<file path="config.mk">
export PLATFORM = sky130hd
export DESIGN_NAME = tbce_ctrl
export DESIGN_NICKNAME = d
export VERILOG_FILES = /design/src/sv/tbce_pkg.sv /design/src/sv/tbce_ctrl.sv
export SDC_FILE = /design/constraint.sdc
export NUM_CORES = 1
export LEC_CHECK = 0
export BUFFER_PORTS_ARGS = -buffer_cell sky130_fd_sc_hd__buf_2
export CAP_MARGIN = 20
export CORE_MARGIN = 2
export CORE_UTILIZATION = 39
export DETAILED_ROUTE_END_ITERATION = 8
export GPL_ROUTABILITY_DRIVEN = 0
export GPL_TIMING_DRIVEN = 0
export PLACE_DENSITY = 0.73
export RECOVER_POWER = 50
export SLEW_MARGIN = 20
export SYNTH_ARGS = -nofsm -noshare
export SYNTH_HDL_FRONTEND = slang
export SYNTH_SLANG_ARGS = --single-unit
</file>
<file path="constraint.sdc">
create_clock -name clock -period 1.2 [get_ports clock]
set_input_delay 0.12 -clock clock [delete_from_list [all_inputs] [get_ports clock]]
set_output_delay 0.12 -clock clock [all_outputs]
set_load 0.005 [all_outputs]
</file>
<file path="src/sv/tbce_pkg.sv">
package tbce_pkg;

   localparam int CAPACITY   = 1024;
   localparam int ADDR_W     = $clog2(CAPACITY);
   localparam int POS_W      = ADDR_W + 1;
   localparam int AMT_W      = 12;
   localparam logic [7:0] NEWLINE_CHAR = 8'h0A;
   localparam logic [7:0] LINE_WIDTH_RESET = 8'd80;

   localparam logic [2:0] OP_OVERWRITE = 3'd0;
   localparam logic [2:0] OP_INSERT    = 3'd1;
   localparam logic [2:0] OP_DELETE    = 3'd2;
   localparam logic [2:0] OP_MOVE_REL  = 3'd3;
   localparam logic [2:0] OP_MOVE_ABS  = 3'd4;
   localparam logic [2:0] OP_RECOUNT   = 3'd5;

   localparam logic [1:0] ST_DONE    = 2'd0;
   localparam logic [1:0] ST_REFUSED = 2'd1;
   localparam logic [1:0] ST_FULL    = 2'd2;

   typedef enum logic [3:0] {
      S_IDLE,
      S_DECIDE,
      S_INS_RD,
      S_INS_WR,
      S_DEL_RD,
      S_DEL_WR,
      S_WALK_RD,
      S_WALK_ADV,
      S_RESPOND
   } state_type;

   // what the controller asks of the datapath in one cycle
   typedef struct packed {
      logic latch_req;    // capture the request and evaluate checks
      logic ov_commit;    // overwrite: write store, bump cursor, extend length, advance view
      logic ins_setup;    // pointer = length
      logic ins_rd;       // read entry pointer-1
      logic ins_wr;       // write read data at pointer, pointer--
      logic ins_commit;   // write char at cursor, cursor++, length++, view
      logic del_setup;    // pointer = cursor, read removed char
      logic del_rd;       // read entry pointer+1
      logic del_wr;       // write at pointer, pointer++
      logic del_commit;   // length--
      logic walk_setup;   // set walk range, maybe clear view
      logic walk_rd;      // read entry pointer
      logic walk_adv;     // advance view by read data, pointer++
      logic walk_commit;  // cursor = target (unchanged for recount)
      logic respond;      // present result
   } cmd_type;

   typedef struct packed {
      logic ov_full;
      logic ins_full;
      logic del_bad;
      logic move_bad;
      logic ins_more;    // pointer > cursor
      logic del_more;    // pointer + 1 < length
      logic walk_more;   // pointer < walk end
   } stat_type;

endpackage

</file>
<file path="src/sv/tbce_ctrl.sv">
module tbce_ctrl
   import tbce_pkg::*;
(
   input  logic       clock,
   input  logic       reset,
   input  logic       start,
   input  logic [2:0] op,
   input  stat_type   stat,
   output cmd_type    cmd,
   output logic       busy
);

   state_type state_ff, state_in;
   logic [2:0] op_ff;

   always_ff @(posedge clock) begin
      if (reset) begin
         state_ff <= S_IDLE;
      end else begin
         state_ff <= state_in;
      end
      if (start && state_ff == S_IDLE) begin
         op_ff <= op;
      end
   end

   always_comb begin
      state_in = state_ff;
      unique case (state_ff)
         S_IDLE: begin
            if (start) state_in = S_DECIDE;
         end
         S_DECIDE: begin
            priority case (op_ff)
               OP_OVERWRITE: state_in = S_RESPOND;
               OP_INSERT:    state_in = stat.ins_full ? S_RESPOND : S_INS_RD;
               OP_DELETE:    state_in = stat.del_bad ? S_RESPOND : S_DEL_RD;
               OP_MOVE_REL,
               OP_MOVE_ABS:  state_in = stat.move_bad ? S_RESPOND : S_WALK_RD;
               OP_RECOUNT:   state_in = S_WALK_RD;
               default:      state_in = S_RESPOND;
            endcase
         end
         S_INS_RD:   state_in = stat.ins_more ? S_INS_WR : S_RESPOND;
         S_INS_WR:   state_in = S_INS_RD;
         S_DEL_RD:   state_in = stat.del_more ? S_DEL_WR : S_RESPOND;
         S_DEL_WR:   state_in = S_DEL_RD;
         S_WALK_RD:  state_in = stat.walk_more ? S_WALK_ADV : S_RESPOND;
         S_WALK_ADV: state_in = S_WALK_RD;
         S_RESPOND:  state_in = S_IDLE;
         default:    state_in = S_IDLE;
      endcase
   end

   always_comb begin
      cmd = '0;
      busy = (state_ff != S_IDLE);
      unique case (state_ff)
         S_IDLE: cmd.latch_req = start;
         S_DECIDE: begin
            priority case (op_ff)
               OP_OVERWRITE: cmd.ov_commit = !stat.ov_full;
               OP_INSERT:    cmd.ins_setup = !stat.ins_full;
               OP_DELETE:    cmd.del_setup = !stat.del_bad;
               OP_MOVE_REL,
               OP_MOVE_ABS:  cmd.walk_setup = !stat.move_bad;
               OP_RECOUNT:   cmd.walk_setup = 1'b1;
               default: ;
            endcase
         end
         S_INS_RD: begin
            cmd.ins_rd = stat.ins_more;
            cmd.ins_commit = !stat.ins_more;
         end
         S_INS_WR: cmd.ins_wr = 1'b1;
         S_DEL_RD: begin
            cmd.del_rd = stat.del_more;
            cmd.del_commit = !stat.del_more;
         end
         S_DEL_WR: cmd.del_wr = 1'b1;
         S_WALK_RD: begin
            cmd.walk_rd = stat.walk_more;
            cmd.walk_commit = !stat.walk_more;
         end
         S_WALK_ADV: cmd.walk_adv = 1'b1;
         S_RESPOND: cmd.respond = 1'b1;
         default: ;
      endcase
   end

endmodule

</file>
==> results of run 1 <==
final cells by class:
cell class	count	share of cell area, %
multi-input cells	51	41.5
repair buffers	55	35.2
flip-flops and latches	7	15.4
plain buffers	2	2.64
clock buffers	4	2.22
well taps	15	1.58
inverters	4	1.48
flip-flops by register name, indices dropped and copies added, names as in the netlist:
| name | count |
|---|---|
| op_ff | 3 |
| state_ff | 4 |
routing by layer:
metal  part of all wire [%]  track usage (%)  vias up  wire (um)
met4                    1.1             10.3        0         27
met3                    3.6             3.48        4         92
li1                       -                -      365          -
met5                      0                0        -          0
met1                     45             27.7      375       1130
met2                     51             35.6       32       1280
worst reg2reg max path, delay by kind of cell, from the launching register on:
family	cells	cell delay (ns)
compound gates	3	0.45
buf+inv	1	0.14
flops	1	0.43
simple gates	1	0.31
logic make-up after synthesis:
| group | after synthesis | share of synthesized area, % |
|---|---|---|
| buffers and inverters | 7 | 8.07 |
| AO/OA/AOI/OAI | 10 | 13.5 |
| AND/OR/NAND/NOR | 39 | 43.9 |
| flip-flops | 7 | 30.5 |
| multiplexers | 2 | 4.04 |
worst min-delay path by stage:
stage | from | endpoint | slack, ns | cells after the start
after floorplan | op[0] | op_ff[0] | 0.22 | 0
after global placement | op[1] | op_ff[1] | 0.30 | 1
after detailed placement | op[1] | op_ff[1] | 0.30 | 1
after CTS | op[1] | op_ff[1] | 0.04 | 1
after global routing | op[1] | op_ff[1] | 0.03 | 1
final | op[0] | op_ff[0] | 0.05 | 1
power groups by stage:
stage	combinational, mW	clock, mW	sequential, mW
floorplan	0.168	0	0.298
finish	0.510	0.222	0.312
global placement	0.234	0	0.303
CTS	0.406	0.219	0.298
detailed placement	0.239	0	0.304
global route	0.537	0.247	0.313
per-stage QoR:
| stage | utilization, % | hold WS, ns | setup WS [ns] | setup TNS [ns] |
|---|---|---|---|---|
| after floorplan | - | 0.219 | -0.0736 | -0.147 |
| after global placement | 55.0 | 0.296 | -0.161 | -0.690 |
| after detailed placement | 55.0 | 0.299 | -0.194 | -0.778 |
| after CTS | 75.7 | 0.0430 | -0.266 | -2.67 |
| after global routing | 89.9 | 0.0342 | -0.402 | -5.43 |
| final | 89.9 | 0.0465 | -0.343 | -4.33 |
repair_timing:
| action | in CTS | in global routing |
|---|---|---|
| buffers inserted | 14 | 11 |
| pin swaps | 11 | 6 |
| endpoints found under the setup margin | 23 | 23 |
| gates resized for setup | 32 | 22 |
| hold endpoints to repair | 0 | 0 |
| cloned | 1 | 1 |
placed cells by master (no fill, tap or decap), types with 2 or more instances in the layout:
master	netlist	layout
clkbuf_4	0	3
o31a_1	2	2
nand2b_4	2	3
or2b_4	0	2
nor3_1	9	5
buf_12	0	2
edfxtp_1	3	3
mux2_2	2	2
nor4_4	0	3
dfxtp_4	0	3
inv_1	4	3
nor2_1	7	4
buf_2	0	27
buf_4	1	15
nand2_1	5	3
buf_6	2	12
nor2_2	0	2
nor3_2	0	4
a2111oi_2	0	2
nand2b_1	3	2
==> impl_results.md, run 1 <==
- Status: finished, violations left
- Violated checks: setup timing
- Post-synth top area share: 16.1%
- Number of port buffers: 28
- Clock network power share: 21.3%
- End of the critical path: cmd[12]
- WL final: 2530 um
- Worst setup EP type: output pin
- Gr usage total: 21.8%
- Synth Warn #: 0
- Period minus WS final: 1.54 ns
- Post-synthesis async set-or-reset flop share: 0%
- RSZ-0062 raised after global routing: true
- DRC: 0
- Mapped Cells: 65
- Critical path type: flip-flop to output pin
- Post-Syn Nets: 78
- Drt pass-1 iters: 4
- Slowest-stage cell, CP: edfxtp_1
- Area of the multi-input gates: 492 sq um
- I/O pin cnt: 29
- Worst slew pin tran: 0.381 ns
- Rel. slew slack: 74.6%
- CP Data Required Time: 1.08 ns
- Leak pwr: 0.533 nW
- Root buffer cell: clkbuf_4
- Max-capacitance violation count: 0
- Number of hold violations in the final report: 0
- Max Clock Skew: 0.0114 ns
- Clock-pin slew on the worst setup and hold paths: 0.05 ns
- Worst min path class: input pin to flip-flop
- Worst r2r path cells: 5
- Most numerous cell in the Yosys netlist: nor3_1
- Placed cell area: 724 sq um
- Yosys cell types: 26
- Num CTS Buffers: 3
- Inserted Diodes: 0
- Synth area leaders: edfxtp_1, dfxtp_1, nor3_1
- Crit. Startpoint: op_ff[0]
- Sequential element share of the synthesized area: 30.5%
- Reg power frac: 29.9%
- Critical Path Stages: 3
- PwrDens: 881 nW/um^2
- Die Area: 1750 sq um
- Synth top cells by count: nor3_1, nor2_1, nand2_1, dfxtp_1, inv_1
- Pin count of the biggest net entering global routing: 11
- Worst R2R End: state_ff[3]
- Top_reg_cell synth: dfxtp_1
- Dpl cells: 108
- Cts-stage hold buffer count: 0
- Non-filler instance count after layout: 138
- Die Wd: 41.8 um
- Peak VDD IR: 0.866 mV
- Vias in the first global route: 674
- Core area: 1320 sq um
- Syn Area/Cell: 8.59 sq um
- GR Overflow Total: 0
- Final setup violating endpoints: 23
- Worst-path cell chain: or2b_4 > nor4_4 > buf_2
- DRT iter0 DRCs: 22
- Largest stage delay, worst path: 0.43 ns
- Die height: 41.8 um
- Int Power: 0.683 mW
- Clock buffer depth: 2
- FF-to-FF setup slack: -0.27 ns
- Worst setup SP type: flip-flop
- R2r startpoint: op_ff[0]
- Post-route ant nets: 0
- Power, Total: 1.04 mW
- Final instance area: 1180 sq um
- Flops & latches, synth: 7
- Avg Vias per Cell: 5.62
- Yosys top cell by area: edfxtp_1
- Syn-to-layout area delta: 112%
- Fin worst setup slack: -0.343 ns
- Share of post-route cells with drive strength above 1: 75.6%
- WL/cell: 18.3 um
- Dpl hpwl: 1020 um
- Final Cycle Share: 129%
- First-pass GRT wire length: 2970 um
- Initial core utilization: 42.4%
- CTS Sinks: 7
- # fillers: 61
- Mapped Area: 558 sq um
- NumNets Final: 137
- Sw Ratio: 34.6%
- Crit path max-delay family: simple AND/OR/NAND/NOR gates
- Critical Path AT: 1.42 ns
- Critical path buffers and inverters: 1
- Gate power share: 48.9%
- Post-synth EDFFs: 3
- Crit-path max FO: 5
- FF/Latch Area: 183 sq um
- CTS tree: yes
- Core Rows: 13
- Fin. max-slew vios: 0
- Clk_lat worst skew: 0.26 ns
- Initial antenna violation count: 0
- Peak Freq: 648 MHz
- Vias: 776
- Sw Pwr: 0.361 mW
- H-Tree Depth: 1
Power figures use the tool's default switching activity.
==> inputs of run 2 (changes only) <==
CORE_UTILIZATION = 43   (was 39)
PLACE_DENSITY = 0.77   (was 0.73)
clock period = 1.6 ns   (was 1.2 ns; I/O delays follow)
==> run 2 against run 1 <==
Net effect: the flow now finishes without violations; count of clock-buffer cells in the layout is the same; power shrank 43%; worst setup slack gained 0.39 ns; critical path type unchanged; worst hold slack gained 0.039 ns; cell count shrank 18%; die area shrank 8.4%; critical endpoint is now cmd[8]; sequential share of layout area grew 6.0 points; design area shrank 32%.
==> impl_results.md, run 2 (synthesized netlist as in run 1, its figures left out) <==
- # fillers: 92 (+51%)
- Final instance area: 802 sq um (-32%)
- NumNets Final: 113 (-18%)
- CTS Sinks: 7 (unchanged)
- Worst r2r path cells: 4 (-1)
- Worst min path class: input pin to flip-flop
- Critical Path AT: 1.39 ns (-0.03 ns)
- Reg with most FFs: state_ff
- WL met2: 645 um (-49%)
- Syn-to-layout area delta: 43.7%
- Final setup violating endpoints: 0 (-100%)
- RSZ-0062 raised after global routing: true
- Endpoint, Worst Hold: op_ff[1]
- Max-capacitance violation count: 0 (unchanged)
- Initial core utilization: 48.3% (+5.9 points)
- CTS tree: yes
- Final Cycle Share: 97.2%
- FF/Latch Area: 171 sq um (-6.2%)
- Number of port buffers: 28 (unchanged)
- Final core utilization: 69.4% (-21 points)
- Leak pwr: 0.365 nW (-32%)
- Max FFs per register: 4 (unchanged)
- Crit-path max FO: 5 (unchanged)
- Met1 Wirelength: 672 um (-40%)
- Power, Total: 0.593 mW (-43%)
- Pin count of the biggest net entering global routing: 11 (unchanged)
- Avg Vias per Cell: 5.37 (-4.5%)
- Most common cell after layout, fill and taps aside: buf_2
- Max Clock Skew: 0.00777 ns (-0.00362 ns)
- Worst R2R End: state_ff[2]
- Area of the multi-input gates: 383 sq um (-22%)
- Die Area: 1600 sq um (-8.4%)
- Largest registers: state_ff (4), op_ff (3)
- R2r startpoint: op_ff[1]
- CP Data Required Time: 1.44 ns (+0.36 ns)
- Drt pass-1 iters: 4 (unchanged)
- Clock buffer depth: 2 (unchanged)
- Peak VDD IR: 0.516 mV (-40%)
- FF-to-FF setup slack: 0.16 ns (+0.43 ns)
- Non-filler instance count after layout: 113 (-18%)
- Gr usage total: 19.1% (-2.7 points)
- Period minus WS final: 1.55 ns
- Worst slew pin tran: 0.405 ns (+0.0244 ns)
- Vias: 607 (-22%)
- DRT iter0 DRCs: 16 (-27%)
- Fin. max-slew vios: 0 (unchanged)
- Worst setup EP type: output pin
- Core area: 1160 sq um (-12%)
- Peak Freq: 643 MHz
- H-Tree Depth: 1 (unchanged)
- Dpl cells: 107 (-0.93%)
- Die Wd: 40.0 um (-4.3%)
- PwrDens: 739 nW/um^2 (-16%)
- Clock-pin slew on the worst setup and hold paths: 0.05 ns (about the same)
- Most frequent cells in the layout: buf_2, nor3_1, nor2_1, nand2_1, inv_1
- WL/cell: 12.3 um (-33%)
- Status: finished, final reports clean
- Number of hold violations in the final report: 0 (unchanged)
- Hold_sp: op[1]
- Post-route ant nets: 0 (unchanged)
- Worst setup SP type: flip-flop
- First-pass GRT wire length: 1990 um (-33%)
- Rel. slew slack: 72.3% (-2.3 points)
- I/O pin cnt: 29 (unchanged)
- Hold-critical path depth: 1 (unchanged)
- GR Overflow Total: 0 (unchanged)
- Met3 WL: 54 um (-41%)
- Share of post-route cells with drive strength above 1: 49.5% (-26 points)
- Dpl hpwl: 1020 um (-0.49%)
- Core Rows: 12 (-1)
- Root buffer cell: clkbuf_4
- DRC: 0 (unchanged)
- Num CTS Buffers: 3 (unchanged)
- Initial antenna violation count: 0 (unchanged)
- Clk_lat worst skew: 0.25 ns (about the same)
- Inserted Diodes: 0 (unchanged)
- Vias in the first global route: 480 (-29%)
- Critical path type: flip-flop to output pin
- Die height: 40.0 um (-4.3%)
- DR top layer: met4
- Placed cell area: 716 sq um (-1.2%)
- WL final: 1390 um (-45%)
-- run 2: changes by cell type in the layout (fill, tap and decap cells not counted), moves of 3 or more --
cell and delta:
dfxtp_4 -3, dfxtp_1 +3, buf_6 -9, nor3_2 -3, nor3_1 +3, buf_4 -13
-- run 2: per-layer routing --
layer / GRT usage (%) / vias to the layer above
li1: - / 314
met2: 28.2 / 14
met4: 10.3 / 0
met3: 5.00 / 5
met1: 25.2 / 274
met5: 0 / -
-- run 2: what timing repair did --
item                       in CTS  in global routing
hold buffers                    0                  0
pin swaps                       0                  1
setup endpoints to repair       4                  5
buffers inserted                0                  2
resized for setup               2                  8
hold endpoints to repair        0                  0
-- run 2: critical path, stage by stage (launching register included) --
cell,delay (ns)
dfxtp_1,0.36
nor2_2,0.24
nand2b_4,0.13
nor4_4,0.25
buf_2,0.16
-- run 2: how the worst max path moves through the flow --
stage | cells past startpoint | start | slack (ns) | end
5_1_grt | 4 | state_ff[2] | -0.02 | cmd[8]
4_1_cts | 4 | state_ff[3] | 0.006 | cmd[8]
3_5_place_dp | 4 | op_ff[1] | 0.21 | state_ff[2]
2_1_floorplan | 4 | op_ff[1] | 0.31 | state_ff[1]
6_report | 4 | state_ff[2] | 0.05 | cmd[8]
3_3_place_gp | 4 | op_ff[1] | 0.22 | state_ff[1]
-- run 2: final cells by class --
cell class	instances	share of cell area [%]
tap	14	2.18
sequential	7	21.4
multi-input combinational	51	47.7
timing repair buffer	30	19.3
buffer	3	4.21
inverter	4	1.87
clock buffer	4	3.28
-- run 2: report_power, final --
| group | total, mW | switching (mW) | internal (mW) |
|---|---|---|---|
| logic | 0.204 | 0.104 | 0.0993 |
| clock network | 0.160 | 0.0650 | 0.0952 |
| registers | 0.229 | 0.0222 | 0.207 |
-- run 2: stage by stage --
stage / setup slack, ns / hold WS [ns] / setup TNS, ns
after floorplan: 0.312 / 0.259 / 0
after global placement: 0.221 / 0.337 / 0
after detailed placement: 0.212 / 0.338 / 0
after CTS: 0.00638 / 0.0806 / 0
after global routing: -0.0247 / 0.0726 / -0.0504
final: 0.0454 / 0.0854 / 0
